`config.mk`:
```
export PLATFORM = sky130hd
export DESIGN_NAME = rle_decimal_count_encoder_core
export DESIGN_NICKNAME = d
export VERILOG_FILES = /design/src/sv/rdce_pkg.sv /design/src/sv/rdce_front.sv /design/src/sv/rdce_queue.sv /design/src/sv/rdce_back.sv /design/src/sv/rle_decimal_count_encoder_core.sv
export SDC_FILE = /design/constraint.sdc
export NUM_CORES = 1
export LEC_CHECK = 0
export BUFFER_PORTS_ARGS = -buffer_cell sky130_fd_sc_hd__buf_2
export CORE_ASPECT_RATIO = 0.75
export CORE_MARGIN = 2
export CORE_UTILIZATION = 40
export CTS_CLUSTER_DIAMETER = 150
export CTS_CLUSTER_SIZE = 10
export DETAILED_ROUTE_END_ITERATION = 10
export HOLD_SLACK_MARGIN = 0.12
export PLACE_DENSITY = 0.64
export SYNTH_ARGS = -nofsm -noshare
export SYNTH_HDL_FRONTEND = slang
export SYNTH_SLANG_ARGS = --single-unit
```
`constraint.sdc`:
```
create_clock -name clk -period 5.7 [get_ports clk]
set_clock_uncertainty 0.05 [all_clocks]
set_input_delay 0.285 -clock clk [delete_from_list [all_inputs] [get_ports clk]]
set_output_delay 0.285 -clock clk [all_outputs]
set_load 0.01 [all_outputs]
```
`src/sv/rdce_pkg.sv`:
```
// shared types, constants and helper functions of the run-length encoder
`timescale 1ns / 1ps

package rdce_pkg;

	localparam int COUNT_WIDTH = 16;
	localparam int LEN_W = (COUNT_WIDTH < 16) ? COUNT_WIDTH : 16;
	localparam logic [LEN_W-1:0] CNT_MAX = {LEN_W{1'b1}};
	localparam int DIG_W = 17;
	localparam int POS_W = 3;
	localparam int Q_DEPTH = 4;
	localparam int Q_AW = $clog2(Q_DEPTH);
	localparam int Q_CW = $clog2(Q_DEPTH + 1);
	localparam logic [15:0] LIMIT_RESET = 16'hFFFF;
	localparam logic [7:0] ASCII_ZERO = 8'h30;

	typedef struct packed {
		logic [7:0] sym;
		logic [LEN_W-1:0] len;
		logic [POS_W-1:0] pos;
		logic last;
		logic done;
	} rec_t;

	typedef struct packed {
		logic a_valid;
		logic b_valid;
		rec_t a;
		rec_t b;
	} push_t;

	typedef struct packed {
		logic not_empty;
		logic room2;
		logic [Q_CW-1:0] count;
	} qstat_t;

	function automatic logic [DIG_W-1:0] place_mult(logic [POS_W-1:0] pos, int k);
		logic [DIG_W-1:0] r;
		case (pos)
			3'd0: r = DIG_W'(k);
			3'd1: r = DIG_W'(k * 10);
			3'd2: r = DIG_W'(k * 100);
			3'd3: r = DIG_W'(k * 1000);
			3'd4: r = DIG_W'(k * 10000);
			default: r = '0;
		endcase
		return r;
	endfunction

	function automatic logic [POS_W-1:0] top_pos(logic [LEN_W-1:0] len);
		logic [DIG_W-1:0] v;
		logic [POS_W-1:0] p;
		v = DIG_W'(len);
		if (v >= DIG_W'(10000)) p = POS_W'(4);
		else if (v >= DIG_W'(1000)) p = POS_W'(3);
		else if (v >= DIG_W'(100)) p = POS_W'(2);
		else if (v >= DIG_W'(10)) p = POS_W'(1);
		else p = POS_W'(0);
		return p;
	endfunction

	function automatic logic [LEN_W-1:0] eff_limit(logic [15:0] v);
		logic [LEN_W-1:0] r;
		if (v == 16'd0) r = LEN_W'(1);
		else if (DIG_W'(v) > DIG_W'(CNT_MAX)) r = CNT_MAX;
		else r = LEN_W'(v);
		return r;
	endfunction

endpackage

```
`src/sv/rdce_front.sv`:
```
// front end: takes input bytes, tracks the open run and queues finished runs
`timescale 1ns / 1ps

module rdce_front (
	input  logic                 clk,
	input  logic                 arst_n,
	input  logic                 cfg_wr_en,
	input  logic [15:0]          cfg_wr_data,
	input  logic                 s_tvalid,
	output logic                 s_tready,
	input  logic [7:0]           s_tdata,
	input  logic                 s_tlast,
	input  rdce_pkg::qstat_t     qstat,
	output rdce_pkg::push_t      push
);

	logic [rdce_pkg::LEN_W-1:0] lim_q;
	logic [7:0]                 sym_q;
	logic [rdce_pkg::LEN_W-1:0] len_q;
	logic                       open_q;

	logic                       acc;
	logic                       cont;
	logic [7:0]                 upd_sym;
	logic [rdce_pkg::LEN_W-1:0] upd_len;

	assign s_tready = qstat.room2;
	assign acc = s_tvalid && s_tready;

	always_comb begin
		cont = open_q && (s_tdata == sym_q) && (len_q < lim_q);
		upd_sym = cont ? sym_q : s_tdata;
		upd_len = cont ? (len_q + rdce_pkg::LEN_W'(1)) : rdce_pkg::LEN_W'(1);

		push.a_valid = acc && open_q && !cont;
		push.a.sym = sym_q;
		push.a.len = len_q;
		push.a.pos = rdce_pkg::top_pos(len_q);
		push.a.last = !s_tlast;
		push.a.done = 1'b0;

		push.b_valid = acc && s_tlast;
		push.b.sym = upd_sym;
		push.b.len = upd_len;
		push.b.pos = rdce_pkg::top_pos(upd_len);
		push.b.last = 1'b1;
		push.b.done = 1'b1;
	end

	always_ff @(posedge clk or negedge arst_n) begin
		if (!arst_n) begin
			lim_q <= rdce_pkg::eff_limit(rdce_pkg::LIMIT_RESET);
			sym_q <= '0;
			len_q <= '0;
			open_q <= 1'b0;
		end else begin
			if (cfg_wr_en) begin
				lim_q <= rdce_pkg::eff_limit(cfg_wr_data);
			end
			if (acc) begin
				if (s_tlast) begin
					open_q <= 1'b0;
					sym_q <= '0;
					len_q <= '0;
				end else begin
					open_q <= 1'b1;
					sym_q <= upd_sym;
					len_q <= upd_len;
				end
			end
		end
	end

endmodule

```
`src/sv/rdce_queue.sv`:
```
// short run queue between front and back, up to two pushes per cycle
`timescale 1ns / 1ps

module rdce_queue (
	input  logic               clk,
	input  logic               arst_n,
	input  rdce_pkg::push_t    push,
	input  logic               pop,
	output rdce_pkg::rec_t     head,
	output rdce_pkg::qstat_t   qstat
);

	rdce_pkg::rec_t              mem_q [rdce_pkg::Q_DEPTH];
	logic [rdce_pkg::Q_AW-1:0]   wr_q;
	logic [rdce_pkg::Q_AW-1:0]   rd_q;
	logic [rdce_pkg::Q_CW-1:0]   cnt_q;
	logic [rdce_pkg::Q_AW-1:0]   wr_b;
	logic [rdce_pkg::Q_CW-1:0]   n_push;

	always_comb begin
		wr_b = wr_q + rdce_pkg::Q_AW'(push.a_valid);
		n_push = rdce_pkg::Q_CW'(push.a_valid) + rdce_pkg::Q_CW'(push.b_valid);
		head = mem_q[rd_q];
		qstat.not_empty = (cnt_q != '0);
		qstat.room2 = (cnt_q <= rdce_pkg::Q_CW'(rdce_pkg::Q_DEPTH - 2));
		qstat.count = cnt_q;
	end

	always_ff @(posedge clk) begin
		if (push.a_valid) begin
			mem_q[wr_q] <= push.a;
		end
		if (push.b_valid) begin
			mem_q[wr_b] <= push.b;
		end
	end

	always_ff @(posedge clk or negedge arst_n) begin
		if (!arst_n) begin
			wr_q <= '0;
			rd_q <= '0;
			cnt_q <= '0;
		end else begin
			wr_q <= wr_q + rdce_pkg::Q_AW'(n_push);
			if (pop) begin
				rd_q <= rd_q + rdce_pkg::Q_AW'(1);
			end
			cnt_q <= cnt_q + n_push - rdce_pkg::Q_CW'(pop);
		end
	end

endmodule

```
`src/sv/rdce_back.sv`:
```
// back end: turns queued runs into a symbol byte and decimal count digits
`timescale 1ns / 1ps

module rdce_back (
	input  logic               clk,
	input  logic               arst_n,
	input  rdce_pkg::rec_t     head,
	input  rdce_pkg::qstat_t   qstat,
	output logic               pop,
	output logic               m_tvalid,
	input  logic               m_tready,
	output logic [7:0]         m_tdata,
	output logic               m_tlast,
	output logic               m_tuser
);

	logic                         out_valid_q;
	logic [7:0]                   out_byte_q;
	logic                         out_last_q;
	logic                         out_done_q;
	logic                         busy_q;
	logic [rdce_pkg::LEN_W-1:0]   rem_q;
	logic [rdce_pkg::POS_W-1:0]   pos_q;
	logic                         rec_last_q;
	logic                         rec_done_q;

	logic                         can_load;
	logic                         step;
	logic [3:0]                   dig;
	logic [rdce_pkg::DIG_W-1:0]   sub;

	assign m_tvalid = out_valid_q;
	assign m_tdata = out_byte_q;
	assign m_tlast = out_last_q;
	assign m_tuser = out_done_q;

	always_comb begin
		can_load = !out_valid_q || m_tready;
		pop = can_load && !busy_q && qstat.not_empty;
		step = can_load && busy_q;
		dig = '0;
		sub = '0;
		for (int k = 1; k < 10; k++) begin
			if (rdce_pkg::DIG_W'(rem_q) >= rdce_pkg::place_mult(pos_q, k)) begin
				dig = 4'(k);
				sub = rdce_pkg::place_mult(pos_q, k);
			end
		end
	end

	always_ff @(posedge clk or negedge arst_n) begin
		if (!arst_n) begin
			out_valid_q <= 1'b0;
			busy_q <= 1'b0;
		end else if (can_load) begin
			out_valid_q <= pop || step;
			if (pop) begin
				busy_q <= 1'b1;
			end else if (step) begin
				busy_q <= (pos_q != '0);
			end
		end
	end

	always_ff @(posedge clk) begin
		if (pop) begin
			out_byte_q <= head.sym;
			out_last_q <= 1'b0;
			out_done_q <= 1'b0;
			rem_q <= head.len;
			pos_q <= head.pos;
			rec_last_q <= head.last;
			rec_done_q <= head.done;
		end else if (step) begin
			out_byte_q <= rdce_pkg::ASCII_ZERO + {4'b0000, dig};
			out_last_q <= (pos_q == '0) && rec_last_q;
			out_done_q <= (pos_q == '0) && rec_done_q;
			rem_q <= rdce_pkg::LEN_W'(rdce_pkg::DIG_W'(rem_q) - sub);
			pos_q <= pos_q - rdce_pkg::POS_W'(1);
		end
	end

endmodule

```
`src/sv/rle_decimal_count_encoder_core.sv`:
```
// top level of the run-length encoder with decimal counts
// throughput: one result byte per cycle from the back end output register while m_tready is high;
// an input request is taken every cycle while the run queue has room for two runs; when every
// byte ends a run, each one yields two result bytes (symbol plus one digit)
// reset: arst_n clears the open run, the run queue and the output; run_limit returns to 65535
`timescale 1ns / 1ps

module rle_decimal_count_encoder_core (
	input  logic        clk,
	input  logic        arst_n,
	input  logic        cfg_wr_en,
	input  logic [15:0] cfg_wr_data,   // run_limit
	input  logic        s_tvalid,
	output logic        s_tready,
	input  logic [7:0]  s_tdata,       // data_byte
	input  logic        s_tlast,       // end_of_stream
	output logic        m_tvalid,
	input  logic        m_tready,
	output logic [7:0]  m_tdata,       // code_byte
	output logic        m_tlast,       // last_of_burst
	output logic        m_tuser        // stream_done
);

	rdce_pkg::push_t  push;
	rdce_pkg::qstat_t qstat;
	rdce_pkg::rec_t   head;
	logic             pop;

	rdce_front u_front (
		.clk         (clk),
		.arst_n      (arst_n),
		.cfg_wr_en   (cfg_wr_en),
		.cfg_wr_data (cfg_wr_data),
		.s_tvalid    (s_tvalid),
		.s_tready    (s_tready),
		.s_tdata     (s_tdata),
		.s_tlast     (s_tlast),
		.qstat       (qstat),
		.push        (push)
	);

	rdce_queue u_queue (
		.clk    (clk),
		.arst_n (arst_n),
		.push   (push),
		.pop    (pop),
		.head   (head),
		.qstat  (qstat)
	);

	rdce_back u_back (
		.clk      (clk),
		.arst_n   (arst_n),
		.head     (head),
		.qstat    (qstat),
		.pop      (pop),
		.m_tvalid (m_tvalid),
		.m_tready (m_tready),
		.m_tdata  (m_tdata),
		.m_tlast  (m_tlast),
		.m_tuser  (m_tuser)
	);

`ifndef SYNTH
	a_done_is_last: assert property (@(posedge clk) disable iff (!arst_n)
		(m_tvalid && m_tuser) |-> m_tlast)
		else $error("stream_done without last_of_burst");

	a_flush_queued: assert property (@(posedge clk) disable iff (!arst_n)
		(s_tvalid && s_tready && s_tlast) |=> qstat.not_empty)
		else $error("end of stream request left no run queued");

	a_queue_bound: assert property (@(posedge clk) disable iff (!arst_n)
		qstat.count <= rdce_pkg::Q_CW'(rdce_pkg::Q_DEPTH))
		else $error("run queue overflow");
`endif

endmodule

```
==> impl_metrics.yaml <==
floorplan:
  die_x_um: 221
  pin_count: 42
  design.core.area_um2: 34800
  dieArea_um2: 37000
  row_count: 59
  start_util_pct: 40.7
  die_h_um: 167
global_routing:
  grt_pass1_vias: 12400
  track_usage_pct: 25.4
  grt_max_degree: 53
  grt_pass1_wl_um: 72800
  antenna_found_initial: 0
  overflow: 0
synthesis:
  syn_nets: 1667
  synth.distinct_cells: 91
  synth_cells: 1519
  yosys-top-cells-count: "212 x nand2_1, 168 x o21ai_0, 137 x edfxtp_1"
  syn-cell-area_um2: 14200
  async_flop_share_pct: 25.4
  synth_edf_count: 137
  synth_top_area_share_pct: 29.0
  ys_ff_latch: 197
  synth_top_area_cell: "edfxtp_1"
  synth.area.top_cells: "edfxtp_1 29%, ha_1 10%, dfrtp_1 6.0%"
  synth_seq_area_share_pct: 39.4
  avgSynthCellArea_um2: 9.33
  yosysMostFrequentCell: "nand2_1"
  yosys_warnings: 0
  ys.flop_type: "edfxtp_1"
sta:
  relSlewSlack_pct: 29.9
  min_period_ps: 5560
  worst_pin_slew_ps: 1050
  slew_viol_final: 0
  post-route-period-util_pct: 97.5
  fmax_mhz: 180
  hold_viol_final: 0
  fin_ws_ps: 143
  setup_viol: 0
power_and_ir_drop:
  power.share.clock_pct: 11.0
  power_density_nw_per_um2: 637
  p_int_w: 0.00586
  power.leakage_nw: 6.65
  swShare_pct: 45.9
  p_comb_share_pct: 67.5
  seqPwrFrac_pct: 21.4
  p_switching_w: 0.00497
  peakVddDrop_mv: 0.306
clock_network:
  clock_latency_ps: 440
  cts_max_level: 4
  clock-sinks: 197
  cts.path.max_buffers: 2
  cts_made_buffers: 17
  root_buffer: "clkbuf_16"
  cts_tree: "done"
  path_clk_slew_ps: 80
place:
  dp.cells: 2082
  dp_hpwl_um: 34900
  post_dp_cell_area_um2: 15800
  dp_slack_ps: -185
  place.gp.congestion: 1.02
  portBuffers: 41
critical_path:
  worstSetupStartpointType: "flop"
  criticalPathCategory: "flop to flop"
  slowest_stage: "a2111o_1"
  cp_num_buf_inv: 5
  required_ps: 5950
  slowest_delay_ps: 430
  path_max_fanout: 14
  worst_ep_arrival_time_ps: 5800
  end_kind: "flop"
  critPathTopFamily: "compound AO/OA/AOI/OAI gates"
finish:
  fin_area_um2: 17000
  drive_gt1_share_pct: 21.7
  area_delta_synth_final_pct: 20.0
  multiInputGateArea_um2: 8350
  n_antenna_cell: 0
  ff_latch_area_um2: 5590
  nNetsFinal: 1820
  fin_cells: 2142
  fillers: 3227
flow_run:
  cap_violations: 0
run_status:
  status: "complete, no violations"
drt:
  via_count: 12900
  drcViolationCount: 0
  wire_per_inst_um: 22.1
  drtIter0Drc: 1670
  routed_via_density: 6.04
  dr.pass1.iters: 6
  ant_nets: 0
  wl_um: 47400
min_path:
  min-delay-path-class: "input port to flop"
## layer usage
metal	routed length (µm)	up-vias	global-route usage (%)	part of all wire [%]
met5	0	-	0	0
met4	680	0	5.11	1.4
met3	5510	49	7.55	12
met2	19600	641	36.1	41
met1	21600	6238	37.9	46
li1	-	6007	-	-
## through the flow
stage               TNS (ps)  hold WS, ps  total power [W]  utilization (%)
floorplan                  0        -60.6          0.00618                -
global placement       -87.5          386          0.00899             45.5
detailed placement      -753          394          0.00900             45.5
CTS                    -30.4          138           0.0103             47.9
finish                     0          147           0.0108             48.9
global route            -267          176           0.0115             48.9
## repair_timing
action                                 in CTS  in global routing
endpoints found under the hold margin      57                  0
hold buffers                               24                  0
setup buffers                               0                  4
resized for setup                           6                 71
setup endpoints to repair                   7                 10
pin swaps                                   0                 16
## worst paths after layout
path / start / endpoint / slack, ps / cells past startpoint
setup reg to reg: u_back.pos_q[0] / u_back.rem_q[15] / 140 / 25
min in group asynchronous: arst_n / u_front.len_q[1] / 470 / 3
hold / removal: cfg_wr_data[0] / u_front.lim_q[0] / 150 / 3
max in group asynchronous: arst_n / u_queue.rd_q[0] / 4580 / 3
setup / recovery: u_back.pos_q[0] / u_back.rem_q[15] / 140 / 25
hold reg to reg: u_queue.mem_q[3][0] / u_queue.mem_q[3][0] / 400 / 2
## cells in the final DEF, fill, tap and decap left out, types with 10 or more instances in the layout
cell             n
a211o_1         11
a211oi_1        18
a21o_1          20
a21oi_1         61
and2_1          13
buf_2           41
buf_4          150
clkbuf_16       17
dfrtp_1         33
dfstp_2         16
dfxtp_1         10
dlygate4sd3_1   24
edfxtp_1       137
ha_1           110
inv_1           45
mux4_2          29
nand2_1        210
nand2b_1        19
nand3_1        108
nand3b_1        14
nand4_1         18
nor2_1          73
nor3_1          35
o211ai_1        12
o21a_1          10
o21ai_0        165
o31ai_1         10
or3_1           12
xnor2_1         22
xor2_1          18
## area by class of cell
cell class / instances / share of cell area [%]
clock buffer: 17 / 2.50
clock inverter: 15 / 0.839
inverter: 49 / 1.10
multi-input combinational: 1180 / 49.1
sequential: 197 / 32.9
tap: 457 / 3.36
timing repair buffer: 227 / 10.2
## sequential cells by signal (all words and copies together) (netlist names)
register / flops
u_back.m_tuser: 1
u_back.rec_last_q: 1
u_queue.rd_q: 2
u_queue.mem_q: 116
u_back.m_tdata: 8
u_queue.wr_q: 2
u_back.m_tlast: 1
u_front.lim_q: 16
u_back.rec_done_q: 1
u_queue.cnt_q: 3
u_front.sym_q: 8
u_back.rem_q: 16
u_back.busy_q: 1
u_front.open_q: 1
u_back.m_tvalid: 1
u_back.pos_q: 3
u_front.len_q: 16
## worst register-to-register path, delay by kind of cell, from the launching register on
kind,cells,cell delay (ps)
AND/OR/NAND/NOR,5,860
flip-flops,1,420
adder cells (fa/ha/maj),3,750
XOR/XNOR,1,240
AO/OA/AOI/OAI,11,2340
buffers and inverters,5,760
## logic make-up (layout without fill, tap and decap cells)
logic type	Yosys count	in the layout	synth area share [%]
AO/OA/AOI/OAI	409	409	18.5
AND/OR/NAND/NOR	576	576	19.7
multiplexers	36	36	5.15
buffers and inverters	142	308	3.98
XOR/XNOR	41	41	2.63
flip-flops	197	197	39.4
adder cells (fa/ha/maj)	118	118	10.5
## power groups by stage
stage               logic, W  registers, W  clock network [W]
floorplan            0.00397       0.00221                  0
global placement     0.00667       0.00232                  0
detailed placement   0.00668       0.00233                  0
CTS                  0.00675       0.00230            0.00121
global route         0.00791       0.00235            0.00126
finish               0.00731       0.00232            0.00120
(Power assumes the default switching activity.)
